**src/rtl/bmf_pkg.sv**
```systemverilog
`default_nettype none

package bmf_pkg;

  localparam int MAX_POINTS = 4;
  localparam int MAX_DEPTH  = 5;
  localparam int COORD_W    = 16;
  localparam int COEF_W     = 20;
  localparam int ACC_W      = 40;
  localparam int DEPTH_W    = 3;
  localparam int SHIFT_W    = 4;
  localparam int CNT_W      = $clog2((1 << MAX_DEPTH) + 1);

  typedef logic signed [COORD_W-1:0] coord_t;
  typedef logic signed [COEF_W-1:0]  coef_t;
  typedef logic signed [ACC_W-1:0]   acc_t;

  typedef struct packed {
    logic [2:0] point_count;
    coord_t     p0_x;
    coord_t     p0_y;
    coord_t     p1_x;
    coord_t     p1_y;
    coord_t     p2_x;
    coord_t     p2_y;
    coord_t     p3_x;
    coord_t     p3_y;
  } item_t;

  typedef struct packed {
    coord_t out_x;
    coord_t out_y;
    logic   last_vertex;
  } vertex_t;

  // power-basis coefficients of one axis, scaled so that a quadratic
  // runs through the same cubic stepper
  typedef struct packed {
    coef_t a;
    coef_t b;
    coef_t d;
  } coef_set_t;

  typedef struct packed {
    logic [DEPTH_W-1:0] depth;
    coord_t             c0_x;
    coord_t             c0_y;
    coef_t              a_x;
    coef_t              a_y;
    coef_t              b_x;
    coef_t              b_y;
    coef_t              d_x;
    coef_t              d_y;
    coord_t             end_x;
    coord_t             end_y;
  } job_t;

  function automatic coef_set_t axis_coefs(coord_t c0, coord_t c1, coord_t c2, coord_t c3,
                                           logic cubic);
    coef_t     e0, e1, e2, e3, d1, d2, d3;
    coef_set_t r;
    e0 = COEF_W'(c0);
    e1 = COEF_W'(c1);
    e2 = COEF_W'(c2);
    e3 = COEF_W'(c3);
    d1 = e1 - e0;
    d2 = e0 - (e1 <<< 1) + e2;
    d3 = e3 - (e2 <<< 1) - e2 + (e1 <<< 1) + e1 - e0;
    if (cubic) begin
      r.a = (d1 <<< 1) + d1;
      r.b = (d2 <<< 1) + d2;
      r.d = d3;
    end else begin
      r.a = d1 <<< 1;
      r.b = d2;
      r.d = '0;
    end
    return r;
  endfunction

endpackage

`default_nettype wire

```
**src/rtl/bezier_midpoint_flattening_unit.sv**
```systemverilog
// Bezier flattening unit: takes one curve of 2 to 4 control points (signed
// Q12.4) on the item channel and returns its polyline on the vtx channel.
// Both channels use valid/ready; a transfer happens when both are high.
// The cfg port writes the subdivision depth (0..5, reset 4) with cfg_we;
// write it only while no curve is in flight.
// A curve of 3 or 4 points yields 2^depth + 1 vertices, a 2-point curve
// yields its two points; the final vertex carries last_vertex.
// Throughput: one vertex per cycle while vtx_ready is high and curves are
// queued, set by the single forward-difference stepper in the back end. The
// next curve loads while the end point goes out. When the back end is idle,
// a curve passes through the queue, then the stepper registers, then the
// output register before its first vertex is valid.
// A small job queue sits between the front end and the back end, so the
// item channel keeps taking curves while vertices drain.
// When vtx_ready is low the output register holds its vertex and the
// stepper waits; curves keep entering until the queue is full.
// Synchronous reset empties the queue, drops any curve in progress and
// sets the depth back to 4.
`default_nettype none

module bezier_midpoint_flattening_unit #(
  parameter int QUEUE_DEPTH = 2
) (
  input  logic                         clk,
  input  logic                         rst,
  input  logic                         cfg_we,
  input  logic [bmf_pkg::DEPTH_W-1:0]  cfg_data,
  input  logic                         item_valid,
  output logic                         item_ready,
  input  bmf_pkg::item_t               item,
  output logic                         vtx_valid,
  input  logic                         vtx_ready,
  output bmf_pkg::vertex_t             vtx
);

  logic [bmf_pkg::DEPTH_W-1:0] depth;
  logic                        push;
  logic                        full;
  logic                        pop;
  logic                        q_valid;
  bmf_pkg::job_t               wr_job;
  bmf_pkg::job_t               rd_job;

  always_ff @(posedge clk) begin
    if (rst) begin
      depth <= bmf_pkg::DEPTH_W'(4);
    end else if (cfg_we) begin
      depth <= cfg_data;
    end
  end

  bmf_front u_front (
    .item       (item),
    .item_valid (item_valid),
    .item_ready (item_ready),
    .depth      (depth),
    .full       (full),
    .push       (push),
    .job        (wr_job)
  );

  bmf_queue #(
    .DEPTH (QUEUE_DEPTH)
  ) u_queue (
    .clk      (clk),
    .rst      (rst),
    .push     (push),
    .wr_job   (wr_job),
    .full     (full),
    .pop      (pop),
    .rd_valid (q_valid),
    .rd_job   (rd_job)
  );

  bmf_back u_back (
    .clk       (clk),
    .rst       (rst),
    .job_valid (q_valid),
    .job       (rd_job),
    .pop       (pop),
    .vtx_valid (vtx_valid),
    .vtx_ready (vtx_ready),
    .vtx       (vtx)
  );

endmodule

`default_nettype wire

```
**src/rtl/bmf_front.sv**
```systemverilog
`default_nettype none

module bmf_front (
  input  bmf_pkg::item_t                  item,
  input  logic                            item_valid,
  output logic                            item_ready,
  input  logic [bmf_pkg::DEPTH_W-1:0]     depth,
  input  logic                            full,
  output logic                            push,
  output bmf_pkg::job_t                   job
);

  logic [2:0]                      n;
  logic                            cubic;
  logic [bmf_pkg::DEPTH_W-1:0]     dep;
  bmf_pkg::coef_set_t              cx;
  bmf_pkg::coef_set_t              cy;

  assign item_ready = !full;
  assign push       = item_valid && !full;

  always_comb begin
    n = item.point_count;
    if (n < 3'd2) begin
      n = 3'd2;
    end
    if (n > 3'(bmf_pkg::MAX_POINTS)) begin
      n = 3'(bmf_pkg::MAX_POINTS);
    end
    cubic = (n == 3'd4);

    // a line is emitted as its two end points: no subdivision
    if (n == 3'd2) begin
      dep = '0;
    end else if (depth > bmf_pkg::DEPTH_W'(bmf_pkg::MAX_DEPTH)) begin
      dep = bmf_pkg::DEPTH_W'(bmf_pkg::MAX_DEPTH);
    end else begin
      dep = depth;
    end

    cx = bmf_pkg::axis_coefs(item.p0_x, item.p1_x, item.p2_x, item.p3_x, cubic);
    cy = bmf_pkg::axis_coefs(item.p0_y, item.p1_y, item.p2_y, item.p3_y, cubic);

    job.depth = dep;
    job.c0_x  = item.p0_x;
    job.c0_y  = item.p0_y;
    job.a_x   = cx.a;
    job.a_y   = cy.a;
    job.b_x   = cx.b;
    job.b_y   = cy.b;
    job.d_x   = cx.d;
    job.d_y   = cy.d;
    case (n)
      3'd2: begin
        job.end_x = item.p1_x;
        job.end_y = item.p1_y;
      end
      3'd3: begin
        job.end_x = item.p2_x;
        job.end_y = item.p2_y;
      end
      default: begin
        job.end_x = item.p3_x;
        job.end_y = item.p3_y;
      end
    endcase
  end

endmodule

`default_nettype wire

```
**src/rtl/bmf_queue.sv**
```systemverilog
`default_nettype none

module bmf_queue #(
  parameter int DEPTH = 2
) (
  input  logic          clk,
  input  logic          rst,
  input  logic          push,
  input  bmf_pkg::job_t wr_job,
  output logic          full,
  input  logic          pop,
  output logic          rd_valid,
  output bmf_pkg::job_t rd_job
);

  localparam int AW = (DEPTH > 1) ? $clog2(DEPTH) : 1;
  localparam int CW = $clog2(DEPTH + 1);

  bmf_pkg::job_t  mem [DEPTH];
  logic [AW-1:0]  wr_ptr;
  logic [AW-1:0]  rd_ptr;
  logic [CW-1:0]  count;

  assign full     = (count == CW'(DEPTH));
  assign rd_valid = (count != '0);
  assign rd_job   = mem[rd_ptr];

  always_ff @(posedge clk) begin
    if (rst) begin
      wr_ptr <= '0;
      rd_ptr <= '0;
      count  <= '0;
    end else begin
      if (push) begin
        wr_ptr <= (wr_ptr == AW'(DEPTH - 1)) ? '0 : wr_ptr + 1'b1;
      end
      if (pop) begin
        rd_ptr <= (rd_ptr == AW'(DEPTH - 1)) ? '0 : rd_ptr + 1'b1;
      end
      if (push && !pop) begin
        count <= count + 1'b1;
      end else if (pop && !push) begin
        count <= count - 1'b1;
      end
    end
  end

  always_ff @(posedge clk) begin
    if (push) begin
      mem[wr_ptr] <= wr_job;
    end
  end

endmodule

`default_nettype wire

```
**src/rtl/bmf_back.sv**
```systemverilog
`default_nettype none

module bmf_back (
  input  logic             clk,
  input  logic             rst,
  input  logic             job_valid,
  input  bmf_pkg::job_t    job,
  output logic             pop,
  output logic             vtx_valid,
  input  logic             vtx_ready,
  output bmf_pkg::vertex_t vtx
);

  typedef struct packed {
    bmf_pkg::acc_t f;
    bmf_pkg::acc_t d1;
    bmf_pkg::acc_t d2;
    bmf_pkg::acc_t d3;
  } fwd_t;

  // forward differences of the curve scaled by 8^depth, step t = 1/2^depth
  function automatic fwd_t fwd_init(bmf_pkg::coord_t c0, bmf_pkg::coef_t a,
                                    bmf_pkg::coef_t b, bmf_pkg::coef_t d,
                                    logic [bmf_pkg::DEPTH_W-1:0] dep);
    bmf_pkg::acc_t                ec, ea, eb, ed;
    logic [bmf_pkg::SHIFT_W-1:0]  s3;
    fwd_t                         r;
    ec   = bmf_pkg::ACC_W'(c0);
    ea   = bmf_pkg::ACC_W'(a);
    eb   = bmf_pkg::ACC_W'(b);
    ed   = bmf_pkg::ACC_W'(d);
    s3   = bmf_pkg::SHIFT_W'(dep) + {dep, 1'b0};
    r.f  = ec <<< s3;
    r.d3 = (ed <<< 2) + (ed <<< 1);
    r.d1 = (ea <<< {dep, 1'b0}) + (eb <<< dep) + ed;
    r.d2 = ((eb <<< 1) <<< dep) + r.d3;
    return r;
  endfunction

  // round to nearest, ties toward plus infinity
  function automatic bmf_pkg::coord_t round_q(bmf_pkg::acc_t v,
                                              logic [bmf_pkg::SHIFT_W-1:0] s);
    bmf_pkg::acc_t half;
    bmf_pkg::acc_t t;
    half = bmf_pkg::acc_t'((bmf_pkg::ACC_W'(1) << s) >> 1);
    t    = v + half;
    t    = t >>> s;
    return t[bmf_pkg::COORD_W-1:0];
  endfunction

  logic                            busy;
  fwd_t                            fx;
  fwd_t                            fy;
  fwd_t                            ix;
  fwd_t                            iy;
  logic [bmf_pkg::CNT_W-1:0]       left;
  logic [bmf_pkg::SHIFT_W-1:0]     sh;
  bmf_pkg::coord_t                 end_x;
  bmf_pkg::coord_t                 end_y;
  logic                            emit;
  logic                            at_end;

  assign at_end = (left == '0);
  assign emit   = busy && (!vtx_valid || vtx_ready);
  // the next curve loads in the same cycle as the end point goes out
  assign pop    = job_valid && (!busy || (emit && at_end));

  always_comb begin
    ix = fwd_init(job.c0_x, job.a_x, job.b_x, job.d_x, job.depth);
    iy = fwd_init(job.c0_y, job.a_y, job.b_y, job.d_y, job.depth);
  end

  always_ff @(posedge clk) begin
    if (rst) begin
      busy      <= 1'b0;
      vtx_valid <= 1'b0;
    end else begin
      if (emit) begin
        vtx_valid <= 1'b1;
      end else if (vtx_ready) begin
        vtx_valid <= 1'b0;
      end
      if (pop) begin
        busy <= 1'b1;
      end else if (emit && at_end) begin
        busy <= 1'b0;
      end
    end
  end

  always_ff @(posedge clk) begin
    if (emit) begin
      if (at_end) begin
        vtx.out_x       <= end_x;
        vtx.out_y       <= end_y;
        vtx.last_vertex <= 1'b1;
      end else begin
        vtx.out_x       <= round_q(fx.f, sh);
        vtx.out_y       <= round_q(fy.f, sh);
        vtx.last_vertex <= 1'b0;
      end
    end
    if (pop) begin
      fx    <= ix;
      fy    <= iy;
      left  <= bmf_pkg::CNT_W'(1) << job.depth;
      sh    <= bmf_pkg::SHIFT_W'(job.depth) + {job.depth, 1'b0};
      end_x <= job.end_x;
      end_y <= job.end_y;
    end else if (emit && !at_end) begin
      fx.f  <= fx.f + fx.d1;
      fx.d1 <= fx.d1 + fx.d2;
      fx.d2 <= fx.d2 + fx.d3;
      fy.f  <= fy.f + fy.d1;
      fy.d1 <= fy.d1 + fy.d2;
      fy.d2 <= fy.d2 + fy.d3;
      left  <= left - 1'b1;
    end
  end

endmodule

`default_nettype wire

```
**config.mk**
```make
export PLATFORM = sky130hd
export DESIGN_NAME = bezier_midpoint_flattening_unit
export DESIGN_NICKNAME = d
export VERILOG_FILES = /design/src/rtl/bmf_pkg.sv /design/src/rtl/bezier_midpoint_flattening_unit.sv /design/src/rtl/bmf_front.sv /design/src/rtl/bmf_queue.sv /design/src/rtl/bmf_back.sv
export SDC_FILE = /design/constraint.sdc
export NUM_CORES = 2
export LEC_CHECK = 0
export BUFFER_PORTS_ARGS = -buffer_cell sky130_fd_sc_hd__buf_2
export CAP_MARGIN = 10
export CORE_ASPECT_RATIO = 1.5
export CORE_MARGIN = 4
export CORE_UTILIZATION = 64
export CTS_BUF_LIST = sky130_fd_sc_hd__clkbuf_2 sky130_fd_sc_hd__clkbuf_4 sky130_fd_sc_hd__clkbuf_8
export CTS_CLUSTER_DIAMETER = 30
export DETAILED_ROUTE_END_ITERATION = 8
export PLACE_DENSITY = 0.81
export SETUP_SLACK_MARGIN = 0.05
export SYNTH_ARGS = -nofsm -noshare
export SYNTH_HDL_FRONTEND = slang
export SYNTH_SLANG_ARGS = --single-unit
```
**constraint.sdc**
```tcl
create_clock -name clk -period 12.5 [get_ports clk]
set_clock_uncertainty 0.15 [all_clocks]
set_input_delay 2.5 -clock clk [delete_from_list [all_inputs] [get_ports clk]]
set_output_delay 2.5 -clock clk [all_outputs]
set_load 0.02 [all_outputs]
```
==> impl_metrics.toml <==
[outcome]
outcome = "finished, final reports clean"

[routing]
ant_nets = 0
drc_errors = 0
wl_um = 184000
vias_per_cell = 6.41
dr.pass1.iters = 7
wire_per_inst_um = 21.9
drt_first_iter_violations = 4860
vias = 53600

[placement]
dp_hpwl_um = 144000
gp_congestion = 0.981
io_buffers = 173
pre_cts_ws_ps = 4150
post_dp_cell_area_mm2 = 0.0663

[clock_tree]
cts_buffers = 121
cts_tree = "built"
holdBufCountCts = 0
numClockSinks = 683
clock_tree.buffer_depth = 3
htree_levels = 3
cts_setup_buffers = 0
clock_latency_ps = 840
root_buffer = "clkbuf_8"
path_clk_slew_ps = 60
cts_resized = 0

[critical_path]
arrival_ps = 8320
critPathKind = "register to register"
worst-path-max-fanout = 57
startpoint_type = "register"
crit_required_ps = 12890
endpoint_kind = "register"

[hold_path]
hp-class = "register to register"

[logic_synthesis]
synth_fp_nets = 7800
synth.largest_area_cell = "edfxtp_1"
ys_types = 106
synth_area_leaders = "edfxtp_1 31%, ha_1 11%, fa_1 6.4%"
ys_ff_latch = 683
yosys_warnings = 0
synth-compound-area-share_pct = 18.3
async_reset_ff_share_pct = 0
synth-adder-area-share_pct = 17.9
syn_area_per_cell_um2 = 9.37
synth_top_family_by_area = "compound AO/OA/AOI/OAI gates"
ys.flop_type = "edfxtp_1"
synth_xor_area_share_pct = 6.49
syn_area_mm2 = 0.0643
ys_seq_area_share_pct = 31.7
synthCells = 6867
muxShareOfSynthArea_pct = 8.19
synth_top_area_share_pct = 31.4
synth_edf_count = 673
yosys.area_share.simple_pct = 13.0

[timing]
tightest_slew_ps = 1030
rsz0062_at_grt = "no"
setup_viol = 0
worst_slack_ps = 4570
hold_viol_final = 0
max_slew_margin_pct = 30.9
drv_slew = 0
final.min_clock_period_ps = 7930
fin_setup_tns_ps = 0
finalCritPeriodShare_pct = 63.5
max_freq_mhz = 126

[global_route]
grt-ovfl-total = 0
first_global_vias = 52900
grt_usage_pct = 34.0
grt_max_degree = 104
grt_pass1_wl_um = 283000
antenna_found_initial = 8

[cells_and_area]
final_area_mm2 = 0.0689
fillCellCount = 7672
area_delta_synth_final_pct = 7.10
finish.utilization_pct = 69.0
nNetsFinal = 7901
register_area_mm2 = 0.0204
multi_input_area_mm2 = 0.0412
drive_above_1_share_pct = 10.3

[floorplan]
die_w_um = 267
die_height_um = 396
dieArea_mm2 = 0.106
num_rows = 142
initial_utilization_pct = 64.4
io_pins = 174
core-area_mm2 = 0.0999

[run]
drv_cap = 0
## stage by stage
stage | cells | hold WS [ps]
3_5_place_dp | 8141 | 343
5_1_grt | 8364 | 382
2_1_floorplan | 6867 | 298
3_3_place_gp | 8141 | 327
4_1_cts | 8363 | 352
6_report | 8369 | 344
## routing by layer
layer,vias to the layer above,global-route usage [%],routed length (um)
li1,25200,-,-
met1,25500,41.9,70600
met2,2304,56.9,86600
met3,553,4.11,13700
met4,0,21.0,12700
met5,-,0,0
## sequential cells by signal, indices dropped and copies added, names as in the netlist, 2 cells and up, named ones only
signal	cells
u_back.vtx	33
u_back.fx	114
u_back.end_y	16
u_back.left	6
u_back.sh	4
depth	3
u_back.fy	114
u_back.end_x	16
u_queue.count	2
u_queue.mem	370
## logic make-up (layout without fill, tap and decap cells)
kind of cell	after synthesis	count (layout)
AO/OA/AOI/OAI	1853	1853
flip-flops	683	683
adder cells (fa/ha/maj)	794	794
AND/OR/NAND/NOR	1833	1833
XOR/XNOR	477	477
other	0	6
multiplexers	484	484
buffers and inverters	743	943
## cell usage in the layout (no fill, tap or decap), types with 189 or more instances in the layout
cell type  netlist  layout
nor2_1         643     642
nand2_1        507     506
mux2i_1        265     262
a21oi_1        598     598
xor2_1         189     189
edfxtp_1       673     673
xnor2_1        288     287
ha_1           587     586
mux2_2         205     205
inv_1          498     494
o21ai_0        386     386
fa_1           207     206
## worst max-delay path: stages, from the launching register on
cell	delay (ps)
dfxtp_4	910
buf_4	670
mux2i_4	320
buf_4	570
clkinv_1	140
buf_4	290
nor2_1	590
nand2_1	300
fa_1	490
inv_1	80
ha_1	160
inv_1	60
fa_1	410
nor2b_1	130
o21ai_0	100
a21oi_1	250
o211ai_1	150
a21oi_1	430
a311oi_1	200
o41ai_1	690
a31oi_1	220
xnor2_1	160
nor2_1	110
a31oi_1	60
## Yosys cell counts, types with 22 or more instances
library cell and n:
o21ai_1 45, buf_1 53, xnor2_1 288, a21o_1 160, or3_1 42, nor2b_1 108, ha_1 587, inv_1 498
and2_1 27, o21a_1 74, edfxtp_1 673, nor2_1 643, nand2_1 507, xor2_1 189, o22ai_1 30, nand2b_1 65
o211ai_1 49, nand3_1 134, a31oi_1 47, clkbuf_1 160, fa_1 207, mux2i_1 265, o21ai_0 386, a211oi_1 100
a21oi_1 598, o21bai_1 50, and3_1 59, nor3_1 140, o2111ai_1 22, o31ai_1 45, mux2_2 205
## final cells by class
cell class                      instances  area share (%)
Sequential cell                       683            29.6
Tap cell                             1296            2.35
Multi-Input combinational cell       5441            59.8
Clock buffer                          141            2.64
Antenna cell                            6          0.0218
Clock inverter                         81            1.10
Inverter                              504            2.76
Timing Repair Buffer                  217            1.74
## final timing paths
kind | from | slack, ps | cells after the start | to
setup / recovery | register | 4570 | 23 | u_back.fy[109]$_DFFE_PP_
hold / removal | u_back.busy$_SDFFE_PP0P_ | 340 | 2 | u_back.vtx_valid$_SDFFE_PP0P_
setup reg to reg | register | 4570 | 23 | u_back.fy[109]$_DFFE_PP_
hold reg to reg | u_back.busy$_SDFFE_PP0P_ | 340 | 2 | u_back.vtx_valid$_SDFFE_PP0P_
Power is left out: the tool's default activity adds up to more than one toggle a clock period on the data nets, which glitch-free logic cannot reach.
